[src/rtl/boca_pkg.sv]
// shared types and constants of the bit offset copy aligner
`default_nettype none
package boca_pkg;

  // configuration register indexes
  localparam int unsigned CfgIdxW = 2;
  localparam logic [CfgIdxW-1:0] CFG_SRC_BIT_OFFSET = 2'd0;
  localparam logic [CfgIdxW-1:0] CFG_DST_BIT_OFFSET = 2'd1;
  localparam logic [CfgIdxW-1:0] CFG_BIT_LENGTH     = 2'd2;
  localparam int unsigned CfgDataW = 16;

  localparam int unsigned IndexW = 14;
  localparam int unsigned LenW   = 16;

  // input beat
  typedef struct packed {
    logic [7:0] src_byte;
    logic [7:0] old_dst_byte;
    logic       first;
  } boca_in_t;

  // result beat
  typedef struct packed {
    logic [7:0]        dst_byte;
    logic [IndexW-1:0] dst_index;
    logic              last;
  } boca_out_t;

  // work handed from front to back: aligned source bits and merge mask
  typedef struct packed {
    logic [7:0]        window;
    logic [7:0]        mask;
    logic [7:0]        old_dst_byte;
    logic [IndexW-1:0] dst_index;
    logic              last;
  } boca_op_t;

endpackage
`default_nettype wire

[src/rtl/boca_front.sv]
// front: config registers, job tracking, source alignment and mask build
`default_nettype none
module boca_front import boca_pkg::*; (
  input  wire logic                clk,
  input  wire logic                rst_n,
  input  wire logic                cfg_wr,
  input  wire logic [CfgIdxW-1:0]  cfg_index,
  input  wire logic [CfgDataW-1:0] cfg_data,
  input  wire logic                in_accept,
  input  wire boca_in_t            in_data,
  output logic                     op_push,
  output boca_op_t                 op_data
);

  logic [2:0]        src_off_r;
  logic [2:0]        dst_off_r;
  logic [LenW-1:0]   bit_len_r;
  logic [7:0]        held_r;
  logic [LenW-1:0]   bits_left_r, bits_left_nxt;
  logic [IndexW-1:0] count_r, count_nxt;

  logic [LenW-1:0]   bl_eff;
  logic [IndexW-1:0] cnt_eff;
  logic              skip_now;
  logic              emit;
  logic [3:0]        shift;
  logic [15:0]       pair;
  logic [2:0]        start;
  logic [3:0]        room;
  logic [3:0]        nbits;
  logic [3:0]        stop;
  logic [7:0]        mask;

  // configuration writes
  always_ff @(posedge clk) begin
    if (!rst_n) begin
      src_off_r <= '0;
      dst_off_r <= '0;
      bit_len_r <= '0;
    end else if (cfg_wr) begin
      unique case (cfg_index)
        CFG_SRC_BIT_OFFSET: src_off_r <= cfg_data[2:0];
        CFG_DST_BIT_OFFSET: dst_off_r <= cfg_data[2:0];
        CFG_BIT_LENGTH:     bit_len_r <= cfg_data[LenW-1:0];
        default: ;
      endcase
    end
  end

  // job state as seen by this beat
  assign bl_eff   = in_data.first ? bit_len_r : bits_left_r;
  assign cnt_eff  = in_data.first ? '0 : count_r;
  assign skip_now = in_data.first && (dst_off_r < src_off_r);
  assign emit     = !skip_now && (bl_eff != '0);

  // align source: previous byte low, current byte high
  assign shift = (dst_off_r >= src_off_r) ? (4'd8 - {1'b0, dst_off_r - src_off_r})
                                          : {1'b0, src_off_r - dst_off_r};
  assign pair  = {in_data.src_byte, held_r} >> shift;

  // bits written into this destination byte
  assign start = (cnt_eff == '0) ? dst_off_r : 3'd0;
  assign room  = 4'd8 - {1'b0, start};
  assign nbits = (bl_eff < {{(LenW-4){1'b0}}, room}) ? bl_eff[3:0] : room;
  assign stop  = {1'b0, start} + nbits;

  always_comb begin
    for (int i = 0; i < 8; i++) begin
      mask[i] = (4'(i) >= {1'b0, start}) && (4'(i) < stop);
    end
  end

  // next job state
  always_comb begin
    bits_left_nxt = bl_eff;
    count_nxt     = cnt_eff;
    if (emit) begin
      bits_left_nxt = bl_eff - {{(LenW-4){1'b0}}, nbits};
      count_nxt     = cnt_eff + 1'b1;
    end
  end

  always_ff @(posedge clk) begin
    if (!rst_n) begin
      held_r      <= '0;
      bits_left_r <= '0;
      count_r     <= '0;
    end else if (in_accept) begin
      held_r      <= in_data.src_byte;
      bits_left_r <= bits_left_nxt;
      count_r     <= count_nxt;
    end
  end

  // hand the beat to the back
  assign op_push              = in_accept && emit;
  assign op_data.window       = pair[7:0];
  assign op_data.mask         = mask;
  assign op_data.old_dst_byte = in_data.old_dst_byte;
  assign op_data.dst_index    = cnt_eff;
  assign op_data.last         = (bits_left_nxt == '0);

endmodule
`default_nettype wire

[src/rtl/boca_queue.sv]
// two-entry queue of merge work between front and back
`default_nettype none
module boca_queue import boca_pkg::*; (
  input  wire logic     clk,
  input  wire logic     rst_n,
  input  wire logic     push,
  input  wire boca_op_t push_data,
  input  wire logic     pop,
  output boca_op_t      pop_data,
  output logic          full,
  output logic          empty
);

  boca_op_t   mem [2];
  logic       wr_ptr_r;
  logic       rd_ptr_r;
  logic [1:0] count_r;

  assign full     = (count_r == 2'd2);
  assign empty    = (count_r == 2'd0);
  assign pop_data = mem[rd_ptr_r];

  // storage
  always_ff @(posedge clk) begin
    if (push) begin
      mem[wr_ptr_r] <= push_data;
    end
  end

  // pointers and fill count
  always_ff @(posedge clk) begin
    if (!rst_n) begin
      wr_ptr_r <= 1'b0;
      rd_ptr_r <= 1'b0;
      count_r  <= '0;
    end else begin
      if (push) wr_ptr_r <= ~wr_ptr_r;
      if (pop)  rd_ptr_r <= ~rd_ptr_r;
      unique case ({push, pop})
        2'b10:   count_r <= count_r + 2'd1;
        2'b01:   count_r <= count_r - 2'd1;
        default: count_r <= count_r;
      endcase
    end
  end

  a_count_range: assert property (@(posedge clk) disable iff (!rst_n)
    count_r <= 2'd2) else $error("queue count out of range");
  a_no_overflow: assert property (@(posedge clk) disable iff (!rst_n)
    push |-> !full || pop) else $error("push into full queue");
  a_no_underflow: assert property (@(posedge clk) disable iff (!rst_n)
    pop |-> !empty) else $error("pop from empty queue");
  a_push_grows: assert property (@(posedge clk) disable iff (!rst_n)
    push && !pop |=> count_r == $past(count_r) + 2'd1)
    else $error("push did not grow queue");

endmodule
`default_nettype wire

[src/rtl/boca_back.sv]
// back: merge aligned bits into the old destination byte, result register
`default_nettype none
module boca_back import boca_pkg::*; (
  input  wire logic     clk,
  input  wire logic     rst_n,
  input  wire logic     q_empty,
  input  wire boca_op_t q_data,
  output logic          q_pop,
  input  wire logic     out_pop,
  output logic          out_empty,
  output boca_out_t     out_data
);

  logic      valid_r;
  boca_out_t res_r;
  boca_out_t res_nxt;

  // refill when the register is free or being drained this cycle
  assign q_pop = !q_empty && (!valid_r || out_pop);

  assign res_nxt.dst_byte  = (q_data.old_dst_byte & ~q_data.mask) |
                             (q_data.window & q_data.mask);
  assign res_nxt.dst_index = q_data.dst_index;
  assign res_nxt.last      = q_data.last;

  always_ff @(posedge clk) begin
    if (!rst_n) begin
      valid_r <= 1'b0;
    end else if (q_pop) begin
      valid_r <= 1'b1;
    end else if (out_pop) begin
      valid_r <= 1'b0;
    end
  end

  always_ff @(posedge clk) begin
    if (q_pop) begin
      res_r <= res_nxt;
    end
  end

  assign out_empty = !valid_r;
  assign out_data  = res_r;

endmodule
`default_nettype wire

[src/rtl/bit_offset_copy_aligner_top.sv]
// top level of the bit offset copy aligner
//
//   port group   direction  handshake             beat
//   in_*         in         in_push / in_full     boca_in_t (source, old dest, first)
//   out_*        out        out_pop / out_empty   boca_out_t (dest byte, index, last)
//   cfg_*        in         cfg_valid / cfg_ready index 0..2, 16-bit data
//
// one input beat per clock while in_full stays low; the front writes the queue at the
// accept edge, and the back loads the result register from the queue when the register
// is free or being popped, after which the result shows on out_* and can be popped.
// the front holds all job state and updates it on every accepted beat, so it sets the rate.
// reset (rst_n low, synchronous) empties queue and result register, clears
// registers and job state; no clearing pass. cfg_ready is always high.
// a stalled out_pop fills the two-entry queue, then in_full rises.
`default_nettype none
module bit_offset_copy_aligner_top import boca_pkg::*; (
  input  wire logic                clk,
  input  wire logic                rst_n,
  input  wire logic                in_push,
  input  wire boca_in_t            in_data,
  output logic                     in_full,
  output logic                     out_empty,
  input  wire logic                out_pop,
  output boca_out_t                out_data,
  input  wire logic                cfg_valid,
  output logic                     cfg_ready,
  input  wire logic [CfgIdxW-1:0]  cfg_index,
  input  wire logic [CfgDataW-1:0] cfg_data
);

  logic     in_accept;
  logic     op_push;
  boca_op_t op_data;
  logic     q_pop;
  logic     q_empty;
  boca_op_t q_data;

  assign cfg_ready = 1'b1;
  assign in_accept = in_push && !in_full;

  boca_front u_front (
    .clk       (clk),
    .rst_n     (rst_n),
    .cfg_wr    (cfg_valid && cfg_ready),
    .cfg_index (cfg_index),
    .cfg_data  (cfg_data),
    .in_accept (in_accept),
    .in_data   (in_data),
    .op_push   (op_push),
    .op_data   (op_data)
  );

  boca_queue u_queue (
    .clk       (clk),
    .rst_n     (rst_n),
    .push      (op_push),
    .push_data (op_data),
    .pop       (q_pop),
    .pop_data  (q_data),
    .full      (in_full),
    .empty     (q_empty)
  );

  boca_back u_back (
    .clk       (clk),
    .rst_n     (rst_n),
    .q_empty   (q_empty),
    .q_data    (q_data),
    .q_pop     (q_pop),
    .out_pop   (out_pop),
    .out_empty (out_empty),
    .out_data  (out_data)
  );

endmodule
`default_nettype wire

[config.mk]
export PLATFORM = sky130hd
export DESIGN_NAME = bit_offset_copy_aligner_top
export DESIGN_NICKNAME = d
export VERILOG_FILES = /design/src/rtl/boca_pkg.sv /design/src/rtl/boca_front.sv /design/src/rtl/boca_queue.sv /design/src/rtl/boca_back.sv /design/src/rtl/bit_offset_copy_aligner_top.sv
export SDC_FILE = /design/constraint.sdc
export NUM_CORES = 1
export LEC_CHECK = 0
export BUFFER_PORTS_ARGS = -buffer_cell sky130_fd_sc_hd__buf_4
export CORE_UTILIZATION = 50
export CTS_CLUSTER_SIZE = 30
export DETAILED_ROUTE_END_ITERATION = 8
export GPL_ROUTABILITY_DRIVEN = 0
export PLACE_DENSITY = 0.76
export SLEW_MARGIN = 30
export SYNTH_ARGS = -nofsm -noshare
export SYNTH_HDL_FRONTEND = slang
export SYNTH_SLANG_ARGS = --single-unit
[constraint.sdc]
create_clock -name clk -period 7.2 [get_ports clk]
set_input_delay 0.72 -clock clk [delete_from_list [all_inputs] [get_ports clk]]
set_output_delay 0.72 -clock clk [all_outputs]
set_load 0.005 [all_outputs]
==> metrics.txt, run 1 <==
# TYPE chip_impl_metric gauge
chip_impl_metric{name="edff_count_synth",unit=""} 101
chip_impl_metric{name="grt_max_degree",unit=""} 64
chip_impl_metric{name="finalNetCount",unit=""} 916
chip_impl_info{name="synth.area.top_cells",value="edfxtp_1 (36%), dfxtp_1 (16%), mux2i_1 (5.3%), nand2_1 (4.6%), a21oi_1 (4.0%)"} 1
chip_impl_info{name="cp-end-kind",value="flip-flop"} 1
chip_impl_metric{name="synth.yosys.seq_area_share",unit="%"} 52.0
chip_impl_metric{name="first_global_vias",unit=""} 5577
chip_impl_metric{name="route.vias.total",unit=""} 6063
chip_impl_metric{name="worst_ir_drop_vdd",unit="V"} 0.000214
chip_impl_info{name="cts.root.buffer_cell",value="clkbuf_16"} 1
chip_impl_metric{name="wl",unit="mm"} 16.6
chip_impl_metric{name="cts_max_path_buffers",unit=""} 2
chip_impl_metric{name="dr_wl_met3",unit="um"} 896
chip_impl_metric{name="die-height",unit="um"} 131
chip_impl_metric{name="peak_clock_frequency_supported_by_timing",unit="GHz"} 0.162
chip_impl_metric{name="ctsHoldBuffers",unit=""} 0
chip_impl_metric{name="slew_headroom",unit="%"} 52.1
chip_impl_metric{name="wl_per_cell",unit="um"} 15.4
chip_impl_info{name="holdCritPathClass",value="reg -> reg"} 1
chip_impl_metric{name="final_hold_viol_count",unit=""} 0
chip_impl_metric{name="synth_largest_type_area_fraction",unit="%"} 36.2
chip_impl_metric{name="timing.final.crit_period",unit="ns"} 6.16
chip_impl_metric{name="yosys_warnings",unit=""} 0
chip_impl_metric{name="number_of_ports_placed_on_the_die_boundary",unit=""} 66
chip_impl_metric{name="max_cap_viol_count",unit=""} 0
chip_impl_metric{name="htree_num_levels",unit=""} 4
chip_impl_info{name="critPathLaunchType",value="input pin"} 1
chip_impl_metric{name="cts.repair.resized",unit=""} 0
chip_impl_metric{name="cts_inserted_buffers",unit=""} 17
chip_impl_metric{name="postLayoutCellArea",unit="um2"} 9640
chip_impl_metric{name="required",unit="ns"} 7.39
chip_impl_metric{name="route.met2.wl",unit="mm"} 7.65
chip_impl_info{name="outcome",value="completed"} 1
chip_impl_metric{name="fp.dieW",unit="um"} 131
chip_impl_metric{name="netlist-cell-type-count",unit=""} 75
chip_impl_metric{name="static_power_due_to_leakage",unit="nW"} 3.64
chip_impl_info{name="timing.setup.critical_path_class",value="in -> reg"} 1
chip_impl_metric{name="met1_length",unit="mm"} 7.87
chip_impl_metric{name="postSynthRegisterBits",unit=""} 167
chip_impl_metric{name="antenna_violations_before_repair",unit=""} 0
chip_impl_metric{name="cts.clk_slew.worst_paths",unit="ns"} 0.07
chip_impl_metric{name="post_cts_setup_driven_buffer_insertion_count",unit=""} 0
chip_impl_info{name="leading_cell_type_in_the_layout_fill_and_taps_excluded",value="nand2_1"} 1
chip_impl_metric{name="cp.arrival",unit="ns"} 6.35
chip_impl_metric{name="placement_rows",unit=""} 46
chip_impl_metric{name="tightestPinTransition",unit="ns"} 0.708
chip_impl_metric{name="hpwlAfterDp",unit="mm"} 11.7
chip_impl_metric{name="syn_to_final_growth",unit="%"} 15.2
chip_impl_metric{name="finalMaxSlewViolations",unit=""} 0
chip_impl_metric{name="timing.setup.tns",unit="ns"} 0
chip_impl_metric{name="design.core.area",unit="um2"} 16100
chip_impl_metric{name="grt_first_pass_wirelength",unit="mm"} 27.4
chip_impl_metric{name="synth_fp_nets",unit=""} 861
chip_impl_info{name="setup_repair_after_global_routing_missed_its_margin",value="false"} 1
chip_impl_metric{name="floorplan.initialDensity",unit="%"} 52.0
chip_impl_metric{name="postSynthAreaPerCell",unit="um2"} 10.5
chip_impl_metric{name="report.final.setup_viol",unit=""} 0
chip_impl_metric{name="cts.sink_count",unit=""} 167
chip_impl_metric{name="firstDrtPassIters",unit=""} 6
chip_impl_metric{name="synth.cell_area",unit="um2"} 8370
chip_impl_metric{name="drive_gt1_share",unit="%"} 15.9
chip_impl_info{name="cts_tree",value="built"} 1
chip_impl_info{name="synth-main-ff-cell",value="edfxtp_1"} 1
chip_impl_metric{name="port-buffer-count",unit=""} 64
chip_impl_metric{name="setup_ws",unit="ns"} 1.04
chip_impl_metric{name="ratio_of_total_power_to_cell_area",unit="nW/um2"} 332
chip_impl_metric{name="floorplan.die_area",unit="um2"} 17300
chip_impl_metric{name="vias_per_cell",unit=""} 5.62
chip_impl_metric{name="final_util",unit="%"} 59.8
chip_impl_metric{name="finClkSkew",unit="ns"} 0.0132
chip_impl_metric{name="global_route.usage.total",unit="%"} 19.8
chip_impl_metric{name="final_antenna_net_count",unit=""} 0
chip_impl_metric{name="regToRegSetupSlack",unit="ns"} 1.24
chip_impl_metric{name="placed_cell_area",unit="um2"} 9060
chip_impl_info{name="highest-signal-layer",value="met4"} 1
chip_impl_metric{name="clk_latency_worst_skew_pair",unit="ns"} 0.44
chip_impl_metric{name="synth_async_sr_flop_share",unit="%"} 0
chip_impl_metric{name="drt-initial-drc-count",unit=""} 464
chip_impl_metric{name="globalRouteOverflowTotal",unit=""} 0
chip_impl_metric{name="detail_route.drc_violations",unit=""} 0
chip_impl_metric{name="worstPathMaxFanout",unit=""} 24
chip_impl_metric{name="diodes",unit=""} 0
chip_impl_info{name="yosys.area.top_type",value="edfxtp_1"} 1
chip_impl_metric{name="pre_cts_ws",unit="ns"} 0.809
chip_impl_metric{name="post-route-period-util",unit="%"} 85.6
chip_impl_info{name="layout_common_cells",value="nand2_1 (102), edfxtp_1 (101), buf_4 (70)"} 1
chip_impl_metric{name="postSynthCellCount",unit=""} 794
[report_power, final]
| part | internal [W] | leakage [nW] | total, W | switching [W] |
|---|---|---|---|---|
| Clock | 0.000514 | 0.276 | 0.000891 | 0.000377 |
| Sequential | 0.00128 | 1.49 | 0.00136 | 0.0000852 |
| Combinational | 0.000408 | 1.88 | 0.000950 | 0.000543 |
[worst max-delay path, stage by stage]
cell and delay [ns]:
buf_4 0.25, inv_1 0.20, nand2_1 0.14, ha_1 0.20, o21a_1 0.19, nand2_1 0.14, ha_1 0.26, ha_1 0.30
ha_1 0.29, a21o_1 0.18, a21oi_1 0.16, nand4_1 0.14, a31oi_2 0.37, nor2_1 0.07, a21o_1 0.20, inv_1 0.12
ha_1 0.23, nor2b_1 0.15, o31ai_1 0.55, nand4b_1 0.21, or4_4 0.56, a21oi_2 0.15, nand4_1 0.10, nor4_1 0.46
[layout make-up]
class	instances	area [um2]
multi-input combinational	557	3750
clock inverter	13	145
clock buffer	19	433
timing repair buffer	71	553
tap	216	270
inverter	35	134
sequential	167	4350
fill	1371	6470
[final timing paths]
path	from	to	cells after the start
worst max register to register	u_front.count_r[4]$_SDFFE_PN0P_	u_queue.mem[1][0]$_DFFE_PP_	22
worst max-delay path	in_data[0]	u_queue.mem[1][0]$_DFFE_PP_	24
worst min-delay path	u_front.bits_left_r[2]$_SDFFE_PN0P_	u_front.bits_left_r[2]$_SDFFE_PN0P_	2
worst min register to register	u_front.bits_left_r[2]$_SDFFE_PN0P_	u_front.bits_left_r[2]$_SDFFE_PN0P_	2
[metrics by stage]
| stage | hold slack [ns] | cells | total power, W |
|---|---|---|---|
| 2_1_floorplan | 0.431 | 794 | 0.00202 |
| 3_3_place_gp | 0.438 | 1045 | 0.00230 |
| 3_5_place_dp | 0.443 | 1046 | 0.00233 |
| 4_1_cts | 0.452 | 1078 | 0.00321 |
| 5_1_grt | 0.467 | 1078 | 0.00336 |
| 6_report | 0.451 | 1078 | 0.00320 |
[logic make-up (layout without fill, tap and decap cells)]
logic type               Yosys count  count (layout)  share of synthesized area (%)
flip-flops                       167             167                           52.0
multiplexers                      67              67                           8.62
AND/OR/NAND/NOR                  268             268                           16.0
buffers and inverters             70             138                           3.33
AO/OA/AOI/OAI                    170             170                           13.1
XOR/XNOR                          24              24                           2.51
adder cells (fa/ha/maj)           27              27                           4.39
other                              1               1                         0.0448
[flip-flops by register name, indices dropped and copies added (netlist names), named ones only]
register / count
u_queue.mem: 78
u_front.bit_len_r: 16
u_back.out_data: 23
u_front.dst_off_r: 3
u_front.held_r: 8
u_front.bits_left_r: 16
u_back.valid_r: 1
u_queue.wr_ptr_r: 1
u_front.src_off_r: 3
u_front.count_r: 14
u_queue.count_r: 2
u_queue.rd_ptr_r: 1
[cell usage after synthesis, drive strengths merged (3+ instances only)]
library cell and number:
o21ai 22, fa 4, inv 35, clkbuf 27, o211ai 5, nand3b 3, and2 6, a21oi 69
buf 8, a2bb2oi 3, xnor2 11, o31ai 3, nor3 15, o31a 4, a21o 6, nand2b 5
a211oi 10, edfxtp 101, nand2 102, o21a 6, nor2b 27, nor4 9, nor4b 3, xor2 13
o22ai 5, nand3 14, nor2 48, mux2 21, o22a 3, mux2i 44, dfxtp 66, a31oi 8
ha 23, nor3b 5, nand4 10, and3 8
[metal layers]
layer	global-route usage [%]	up-vias
met3	3.86	20
met5	0	-
li1	-	3009
met1	27.1	2847
met2	31.2	187
met4	6.85	0
Power figures use the tool's default switching activity.
==> inputs of run 2 (changes only) <==
--- a/config.mk
+++ b/config.mk
@@ -9,3 +9,3 @@
 export CORE_UTILIZATION = 50
-export CTS_CLUSTER_SIZE = 30
+export CTS_BUF_LIST = sky130_fd_sc_hd__clkbuf_16
 export DETAILED_ROUTE_END_ITERATION = 8
==> constraint.sdc (replaced) <==
create_clock -name clk -period 7.2 [get_ports clk]
set_input_delay 1.44 -clock clk [delete_from_list [all_inputs] [get_ports clk]]
set_output_delay 1.44 -clock clk [all_outputs]
set_load 0.005 [all_outputs]
==> run 2 against run 1 <==
Compared with the run above: combinational power grew 2.5%; worst setup slack lost 0.55 ns; maximum frequency shrank 8.2%; hold slack gained 0.0064 ns; sequential cell count is the same; core utilization grew 0.10 points; critical path depth shrank 1; clock skew shrank 0.0055 ns; critical endpoint is now u_queue.mem[0][0]$_DFFE_PP_.
==> metrics.txt, run 2 (synthesis gave the netlist of run 1 again) <==
# TYPE chip_impl_metric gauge
chip_impl_metric{name="wl_per_cell",unit="um"} 16.0
chip_impl_info{name="cts_tree",value="built"} 1
chip_impl_metric{name="pwr-share-seq",unit="%"} 42.5
chip_impl_metric{name="placement_rows",unit=""} 46
chip_impl_metric{name="slowest_delay",unit="ns"} 0.49
chip_impl_metric{name="fp.dieW",unit="um"} 131
chip_impl_metric{name="flip_flop_count_of_the_largest_register_after_layout",unit=""} 78
chip_impl_metric{name="finalNetCount",unit=""} 918
chip_impl_metric{name="setup_ws",unit="ns"} 0.487
chip_impl_metric{name="grt_max_degree",unit=""} 64
chip_impl_metric{name="power_switching_share",unit="%"} 31.3
chip_impl_metric{name="static_power_due_to_leakage",unit="nW"} 3.67
chip_impl_metric{name="port-buffer-count",unit=""} 64
chip_impl_metric{name="first_global_vias",unit=""} 5789
chip_impl_metric{name="ctsHoldBuffers",unit=""} 0
chip_impl_metric{name="cp.arrival",unit="ns"} 6.88
chip_impl_metric{name="power.share.combinational",unit="%"} 30.4
chip_impl_metric{name="hpwlAfterDp",unit="mm"} 12.0
chip_impl_metric{name="report.final.setup_viol",unit=""} 0
chip_impl_metric{name="worstPathBufferInverterCount",unit=""} 3
chip_impl_metric{name="drive_gt1_share",unit="%"} 16.1
chip_impl_metric{name="pre_cts_ws",unit="ns"} 0.243
chip_impl_metric{name="tightestPinTransition",unit="ns"} 0.712
chip_impl_metric{name="worstPathMaxFanout",unit=""} 7
chip_impl_metric{name="vias_per_cell",unit=""} 5.70
chip_impl_metric{name="cts_max_path_buffers",unit=""} 2
chip_impl_metric{name="syn_to_final_growth",unit="%"} 15.3
chip_impl_metric{name="clk_latency_worst_skew_pair",unit="ns"} 0.43
chip_impl_metric{name="timing.final.crit_period",unit="ns"} 6.71
chip_impl_metric{name="finalMaxSlewViolations",unit=""} 0
chip_impl_metric{name="power.net_switching",unit="W"} 0.00100
chip_impl_metric{name="clockPowerShare",unit="%"} 27.1
chip_impl_metric{name="number_of_ports_placed_on_the_die_boundary",unit=""} 66
chip_impl_metric{name="internal-power",unit="W"} 0.00221
chip_impl_metric{name="required",unit="ns"} 7.36
chip_impl_metric{name="ratio_of_total_power_to_cell_area",unit="nW/um2"} 332
chip_impl_info{name="critPathMostFrequentCell",value="ha_1"} 1
chip_impl_info{name="outcome",value="completed"} 1
chip_impl_metric{name="worst_ir_drop_vdd",unit="V"} 0.000211
chip_impl_metric{name="route.vias.total",unit=""} 6154
chip_impl_metric{name="timing.setup.tns",unit="ns"} 0
chip_impl_info{name="timing.setup.critical_path_class",value="in -> reg"} 1
chip_impl_metric{name="global_route.usage.total",unit="%"} 20.5
chip_impl_metric{name="final_hold_viol_count",unit=""} 0
chip_impl_metric{name="peak_clock_frequency_supported_by_timing",unit="GHz"} 0.149
chip_impl_metric{name="finClkSkew",unit="ns"} 0.00770
chip_impl_info{name="setup_repair_after_global_routing_missed_its_margin",value="false"} 1
chip_impl_metric{name="floorplan.initialDensity",unit="%"} 52.0
chip_impl_metric{name="cts.sink_count",unit=""} 167
chip_impl_metric{name="die-height",unit="um"} 131
chip_impl_info{name="cts.root.buffer_cell",value="clkbuf_16"} 1
chip_impl_metric{name="cts.clk_slew.worst_paths",unit="ns"} 0.06
chip_impl_info{name="crit_path_cell_trace",value="buf_4 -> nor2b_1 -> inv_1 -> ha_1 -> o21a_1 -> nand2_1 -> ha_1 -> ha_1 -> ha_1 -> a21o_1 -> a21oi_1 -> nand4_1 -> a31oi_2 -> mux2i_1 -> inv_1 -> ha_1 -> nor2b_1 -> o21ai_0 -> nand3_1 -> o31a_1 -> o21ai_0 -> nand4_1 -> nor4_1"} 1
chip_impl_metric{name="cts.repair.resized",unit=""} 0
chip_impl_metric{name="max_cap_viol_count",unit=""} 0
chip_impl_metric{name="floorplan.die_area",unit="um2"} 17300
chip_impl_info{name="worst_path_max_delay_cell",value="nor4_1"} 1
chip_impl_metric{name="design.core.area",unit="um2"} 16100
chip_impl_info{name="register_ranked_first_by_flip_flop_count",value="u_queue.mem"} 1
chip_impl_metric{name="wl",unit="mm"} 17.3
chip_impl_metric{name="htree_num_levels",unit=""} 4
chip_impl_metric{name="slew_headroom",unit="%"} 51.9
chip_impl_metric{name="firstDrtPassIters",unit=""} 7
chip_impl_info{name="layout_common_cells",value="nand2_1 (101), edfxtp_1 (101), buf_4 (71)"} 1
chip_impl_metric{name="cts_inserted_buffers",unit=""} 17
chip_impl_metric{name="detail_route.drc_violations",unit=""} 0
chip_impl_metric{name="grt_first_pass_wirelength",unit="mm"} 28.5
chip_impl_metric{name="power",unit="W"} 0.00321
chip_impl_metric{name="globalRouteOverflowTotal",unit=""} 0
chip_impl_metric{name="drt-initial-drc-count",unit=""} 477
chip_impl_metric{name="antenna_violations_before_repair",unit=""} 0
chip_impl_info{name="critPathLaunchType",value="input pin"} 1
chip_impl_metric{name="post_cts_setup_driven_buffer_insertion_count",unit=""} 0
chip_impl_metric{name="diodes",unit=""} 0
chip_impl_info{name="holdCritPathClass",value="reg -> reg"} 1
chip_impl_info{name="cell_family_with_most_cp_delay",value="compound AO/OA/AOI/OAI gates"} 1
chip_impl_info{name="cp-end-kind",value="flip-flop"} 1
chip_impl_metric{name="final_antenna_net_count",unit=""} 0
chip_impl_metric{name="post-route-period-util",unit="%"} 93.2
## run 2: cell types whose count changed in the layout (fill, tap and decap cells not counted), sizes merged
cell,before,now
clkinv,5,8
buf,71,73
inv,39,40
clkbuf,19,17
clkinvlp,2,0
## run 2: final cells by class
class                   count  area (um2)
clock buffers              17         425
clock inverters            15         143
fillers                  1374        6460
inverters                  35         134
multi-input cells         557        3760
flip-flops and latches    167        4350
well taps                 216         270
repair buffers             73         576
## run 2: layer usage
layer | wire length, um | vias up | part of all wire, % | global-route usage (%)
li1 | - | 3016 | - | -
met4 | 253 | 0 | 1.5 | 6.40
met1 | 8090 | 2915 | 47 | 28.2
met5 | 0 | - | 0 | 0
met3 | 823 | 22 | 4.8 | 3.70
met2 | 8090 | 201 | 47 | 32.9
## run 2: worst register-to-register path, delay by kind of cell, from the launching register on
kind,cells,cell delay (ns)
and+or+nand+nor,8,2.02
AOI/OAI and AO/OA,7,1.89
adders and majority gates,4,1.21
DFF,1,0.37
muxes,1,0.29
buffers and inverters,1,0.07
## run 2: path summary, 6_finish.rpt
check                                           start                             endpoint  slack (ns)  cells after the start
setup / recovery                           in_data[0]          u_queue.mem[0][0]$_DFFE_PP_        0.49                     23
hold / removal    u_front.bits_left_r[0]$_SDFFE_PN0P_  u_front.bits_left_r[0]$_SDFFE_PN0P_        0.46                      2
setup reg to reg      u_front.count_r[4]$_SDFFE_PN0P_          u_queue.mem[0][0]$_DFFE_PP_        1.09                     21
hold reg to reg   u_front.bits_left_r[0]$_SDFFE_PN0P_  u_front.bits_left_r[0]$_SDFFE_PN0P_        0.46                      2
## run 2: through the flow
step	instance area [um2]	hold WS, ns	instances	utilization [%]
2_1_floorplan	8370	0.431	794	-
3_3_place_gp	9040	0.437	1046	56.1
3_5_place_dp	9090	0.446	1048	56.4
4_1_cts	9660	0.457	1080	59.9
5_1_grt	9660	0.480	1080	59.9
6_report	9660	0.457	1080	59.9
## run 2: power by group through the flow
stage	sequential, W	clock, W	combinational [W]
after global placement	0.00138	0	0.000924
after detailed placement	0.00138	0	0.000962
final	0.00136	0.000871	0.000974
after floorplan	0.00137	0	0.000655
after CTS	0.00136	0.000886	0.000969
after global routing	0.00138	0.000923	0.00106
==> inputs of run 3 (changes only) <==
clock period = 8.5 ns   (was 7.2 ns; I/O delays follow)
==> run 3 against run 2 <==
Compared with the run above: sequential power shrank 15%; cell count shrank 0.28%; worst setup slack gained 0.82 ns; sequential cell count is the same; total power shrank 13%; clock-buffer cell count is the same; via count shrank 0.21%; critical path type unchanged; critical endpoint is now u_queue.mem[1][0]$_DFFE_PP_.
==> metrics.txt, run 3 (synthesis gave the netlist of run 1 again) <==
# TYPE chip_impl_metric gauge
chip_impl_metric{name="hpwlAfterDp",unit="mm"} 11.6
chip_impl_metric{name="antenna_violations_before_repair",unit=""} 0
chip_impl_metric{name="first_global_vias",unit=""} 5754
chip_impl_metric{name="vias_per_cell",unit=""} 5.70
chip_impl_metric{name="max_cap_viol_count",unit=""} 0
chip_impl_metric{name="cts.sink_count",unit=""} 167
chip_impl_info{name="cts.root.buffer_cell",value="clkbuf_16"} 1
chip_impl_info{name="timing.setup.critical_path_class",value="in -> reg"} 1
chip_impl_metric{name="htree_num_levels",unit=""} 4
chip_impl_metric{name="static_power_due_to_leakage",unit="nW"} 3.68
chip_impl_metric{name="global_route.usage.total",unit="%"} 20.2
chip_impl_metric{name="globalRouteOverflowTotal",unit=""} 0
chip_impl_info{name="leading_cell_type_in_the_layout_fill_and_taps_excluded",value="nand2_1"} 1
chip_impl_metric{name="tightestPinTransition",unit="ns"} 0.773
chip_impl_info{name="cts_tree",value="built"} 1
chip_impl_metric{name="layout.area.seq",unit="um2"} 4350
chip_impl_metric{name="flip_flop_count_of_the_largest_register_after_layout",unit=""} 78
chip_impl_metric{name="power.net_switching",unit="W"} 0.000856
chip_impl_metric{name="route.vias.total",unit=""} 6141
chip_impl_metric{name="diodes",unit=""} 0
chip_impl_metric{name="power.share.combinational",unit="%"} 28.8
chip_impl_metric{name="cts.repair.resized",unit=""} 0
chip_impl_metric{name="clk_latency_worst_skew_pair",unit="ns"} 0.43
chip_impl_metric{name="report.final.setup_viol",unit=""} 0
chip_impl_info{name="register_ranked_first_by_flip_flop_count",value="u_queue.mem"} 1
chip_impl_metric{name="firstDrtPassIters",unit=""} 5
chip_impl_metric{name="grt_max_degree",unit=""} 64
chip_impl_info{name="layout_common_cells",value="nand2_1 (102), edfxtp_1 (101), buf_4 (70)"} 1
chip_impl_info{name="setup_repair_after_global_routing_missed_its_margin",value="false"} 1
chip_impl_metric{name="finalMaxSlewViolations",unit=""} 0
chip_impl_metric{name="port-buffer-count",unit=""} 64
chip_impl_metric{name="timing.setup.tns",unit="ns"} 0
chip_impl_metric{name="nFillCells",unit=""} 1327
chip_impl_metric{name="worst_ir_drop_vdd",unit="V"} 0.000151
chip_impl_metric{name="wl",unit="mm"} 17.0
chip_impl_metric{name="post_cts_setup_driven_buffer_insertion_count",unit=""} 0
chip_impl_metric{name="wl_per_cell",unit="um"} 15.8
chip_impl_metric{name="drt-initial-drc-count",unit=""} 502
chip_impl_metric{name="final_antenna_net_count",unit=""} 0
chip_impl_metric{name="clockPowerShare",unit="%"} 30.1
chip_impl_metric{name="timing.final.crit_period",unit="ns"} 7.19
chip_impl_metric{name="peak_clock_frequency_supported_by_timing",unit="GHz"} 0.139
chip_impl_metric{name="slew_headroom",unit="%"} 47.7
chip_impl_metric{name="power",unit="W"} 0.00281
chip_impl_info{name="cp-end-kind",value="flip-flop"} 1
chip_impl_metric{name="cp.arrival",unit="ns"} 7.36
chip_impl_metric{name="ctsHoldBuffers",unit=""} 0
chip_impl_metric{name="final_hold_viol_count",unit=""} 0
chip_impl_info{name="outcome",value="completed"} 1
chip_impl_metric{name="finClkSkew",unit="ns"} 0.0133
chip_impl_metric{name="required",unit="ns"} 8.67
chip_impl_metric{name="finalNetCount",unit=""} 916
chip_impl_metric{name="syn_to_final_growth",unit="%"} 16.0
chip_impl_metric{name="grt_first_pass_wirelength",unit="mm"} 27.9
chip_impl_metric{name="drive_gt1_share",unit="%"} 16.0
chip_impl_metric{name="die-height",unit="um"} 131
chip_impl_metric{name="worstPathMaxFanout",unit=""} 24
chip_impl_info{name="holdCritPathClass",value="reg -> reg"} 1
chip_impl_metric{name="pwr-share-seq",unit="%"} 41.1
chip_impl_metric{name="number_of_ports_placed_on_the_die_boundary",unit=""} 66
chip_impl_metric{name="cts.clk_slew.worst_paths",unit="ns"} 0.07
chip_impl_info{name="critPathLaunchType",value="input pin"} 1
chip_impl_metric{name="power_switching_share",unit="%"} 30.5
chip_impl_metric{name="floorplan.die_area",unit="um2"} 17300
chip_impl_metric{name="floorplan.initialDensity",unit="%"} 52.0
chip_impl_metric{name="multi_input_gate_area_in_the_final_layout",unit="um2"} 3750
chip_impl_metric{name="design.core.area",unit="um2"} 16100
chip_impl_metric{name="fp.dieW",unit="um"} 131
chip_impl_metric{name="detail_route.drc_violations",unit=""} 0
chip_impl_metric{name="cts_max_path_buffers",unit=""} 2
chip_impl_metric{name="ratio_of_total_power_to_cell_area",unit="nW/um2"} 289
chip_impl_metric{name="cts_inserted_buffers",unit=""} 17
chip_impl_metric{name="placement_rows",unit=""} 46
chip_impl_metric{name="internal-power",unit="W"} 0.00195
chip_impl_metric{name="hold_ws",unit="ns"} 0.448
chip_impl_metric{name="post-route-period-util",unit="%"} 84.6
[run 3: changes by cell type in the layout (fill, tap and decap cells not counted)]
| cell | previous run | this run |
|---|---|---|
| and2_2 | 1 | 0 |
| inv_8 | 2 | 1 |
| clkinv_4 | 3 | 2 |
| nand2_2 | 1 | 0 |
| and2_1 | 4 | 5 |
| nand2_1 | 101 | 102 |
| clkinv_2 | 3 | 0 |
| buf_4 | 71 | 70 |
| bufinv_16 | 2 | 5 |
| inv_6 | 0 | 3 |
| inv_1 | 37 | 35 |
| clkinvlp_4 | 0 | 2 |
| buf_8 | 1 | 0 |
| clkinv_1 | 2 | 0 |
[run 3: per-stage QoR]
| step | cell area [um2] | std cells | utilization (%) | worst slack [ns] |
|---|---|---|---|---|
| after floorplan | 8370 | 794 | - | 1.86 |
| after global placement | 9030 | 1045 | 56.1 | 1.24 |
| after detailed placement | 9060 | 1046 | 56.2 | 1.00 |
| after CTS | 9710 | 1077 | 60.3 | 1.38 |
| after global routing | 9710 | 1077 | 60.3 | 0.895 |
| final | 9710 | 1077 | 60.3 | 1.31 |
[run 3: path summary, 6_finish.rpt]
check,cells past startpoint,slack (ns),end,startpoint
setup / recovery,24,1.31,u_queue.mem[1][0]$_DFFE_PP_,in_data[0]
hold / removal,2,0.45,u_front.bits_left_r[2]$_SDFFE_PN0P_,u_front.bits_left_r[2]$_SDFFE_PN0P_
setup reg to reg,22,2.51,u_queue.mem[1][0]$_DFFE_PP_,u_front.count_r[4]$_SDFFE_PN0P_
hold reg to reg,2,0.45,u_front.bits_left_r[2]$_SDFFE_PN0P_,u_front.bits_left_r[2]$_SDFFE_PN0P_
[run 3: power by group through the flow]
stage | clock [W] | combinational, W | sequential (W)
finish | 0.000846 | 0.000807 | 0.00115
global route | 0.000883 | 0.000884 | 0.00117
CTS | 0.000855 | 0.000805 | 0.00116
detailed placement | 0 | 0.000796 | 0.00117
global placement | 0 | 0.000775 | 0.00117
floorplan | 0 | 0.000555 | 0.00116
[run 3: per-layer routing]
| metal | part of all wire (%) | routed length [um] | global-route usage (%) |
|---|---|---|---|
| met5 | 0 | 0 | 0 |
| met4 | 1.3 | 226 | 7.62 |
| met3 | 5.8 | 994 | 3.70 |
| met2 | 47 | 7990 | 32.6 |
| met1 | 46 | 7790 | 27.0 |
[run 3: cell type report]
type,count,share of cell area (%)
clock buffer,17,4.38
sequential,167,44.8
inverter,35,1.38
tap,216,2.78
clock inverter,14,2.31
timing repair buffer,71,5.69
multi-input combinational,557,38.6
[run 3: critical path: stages]
cell and delay [ns]:
buf_4 0.25, inv_1 0.21, nand2_1 0.14, ha_1 0.19
o21a_1 0.19, nand2_1 0.14, ha_1 0.27, ha_1 0.30
ha_1 0.31, a21o_1 0.19, a21oi_1 0.17, nand4_1 0.13
a31oi_2 0.38, nor2_1 0.08, a21o_1 0.21, inv_1 0.11
ha_1 0.23, nor2b_1 0.14, o31ai_1 0.52, nand4b_1 0.20
or4_4 0.56, a21oi_2 0.14, nand4_1 0.10, nor4_1 0.49
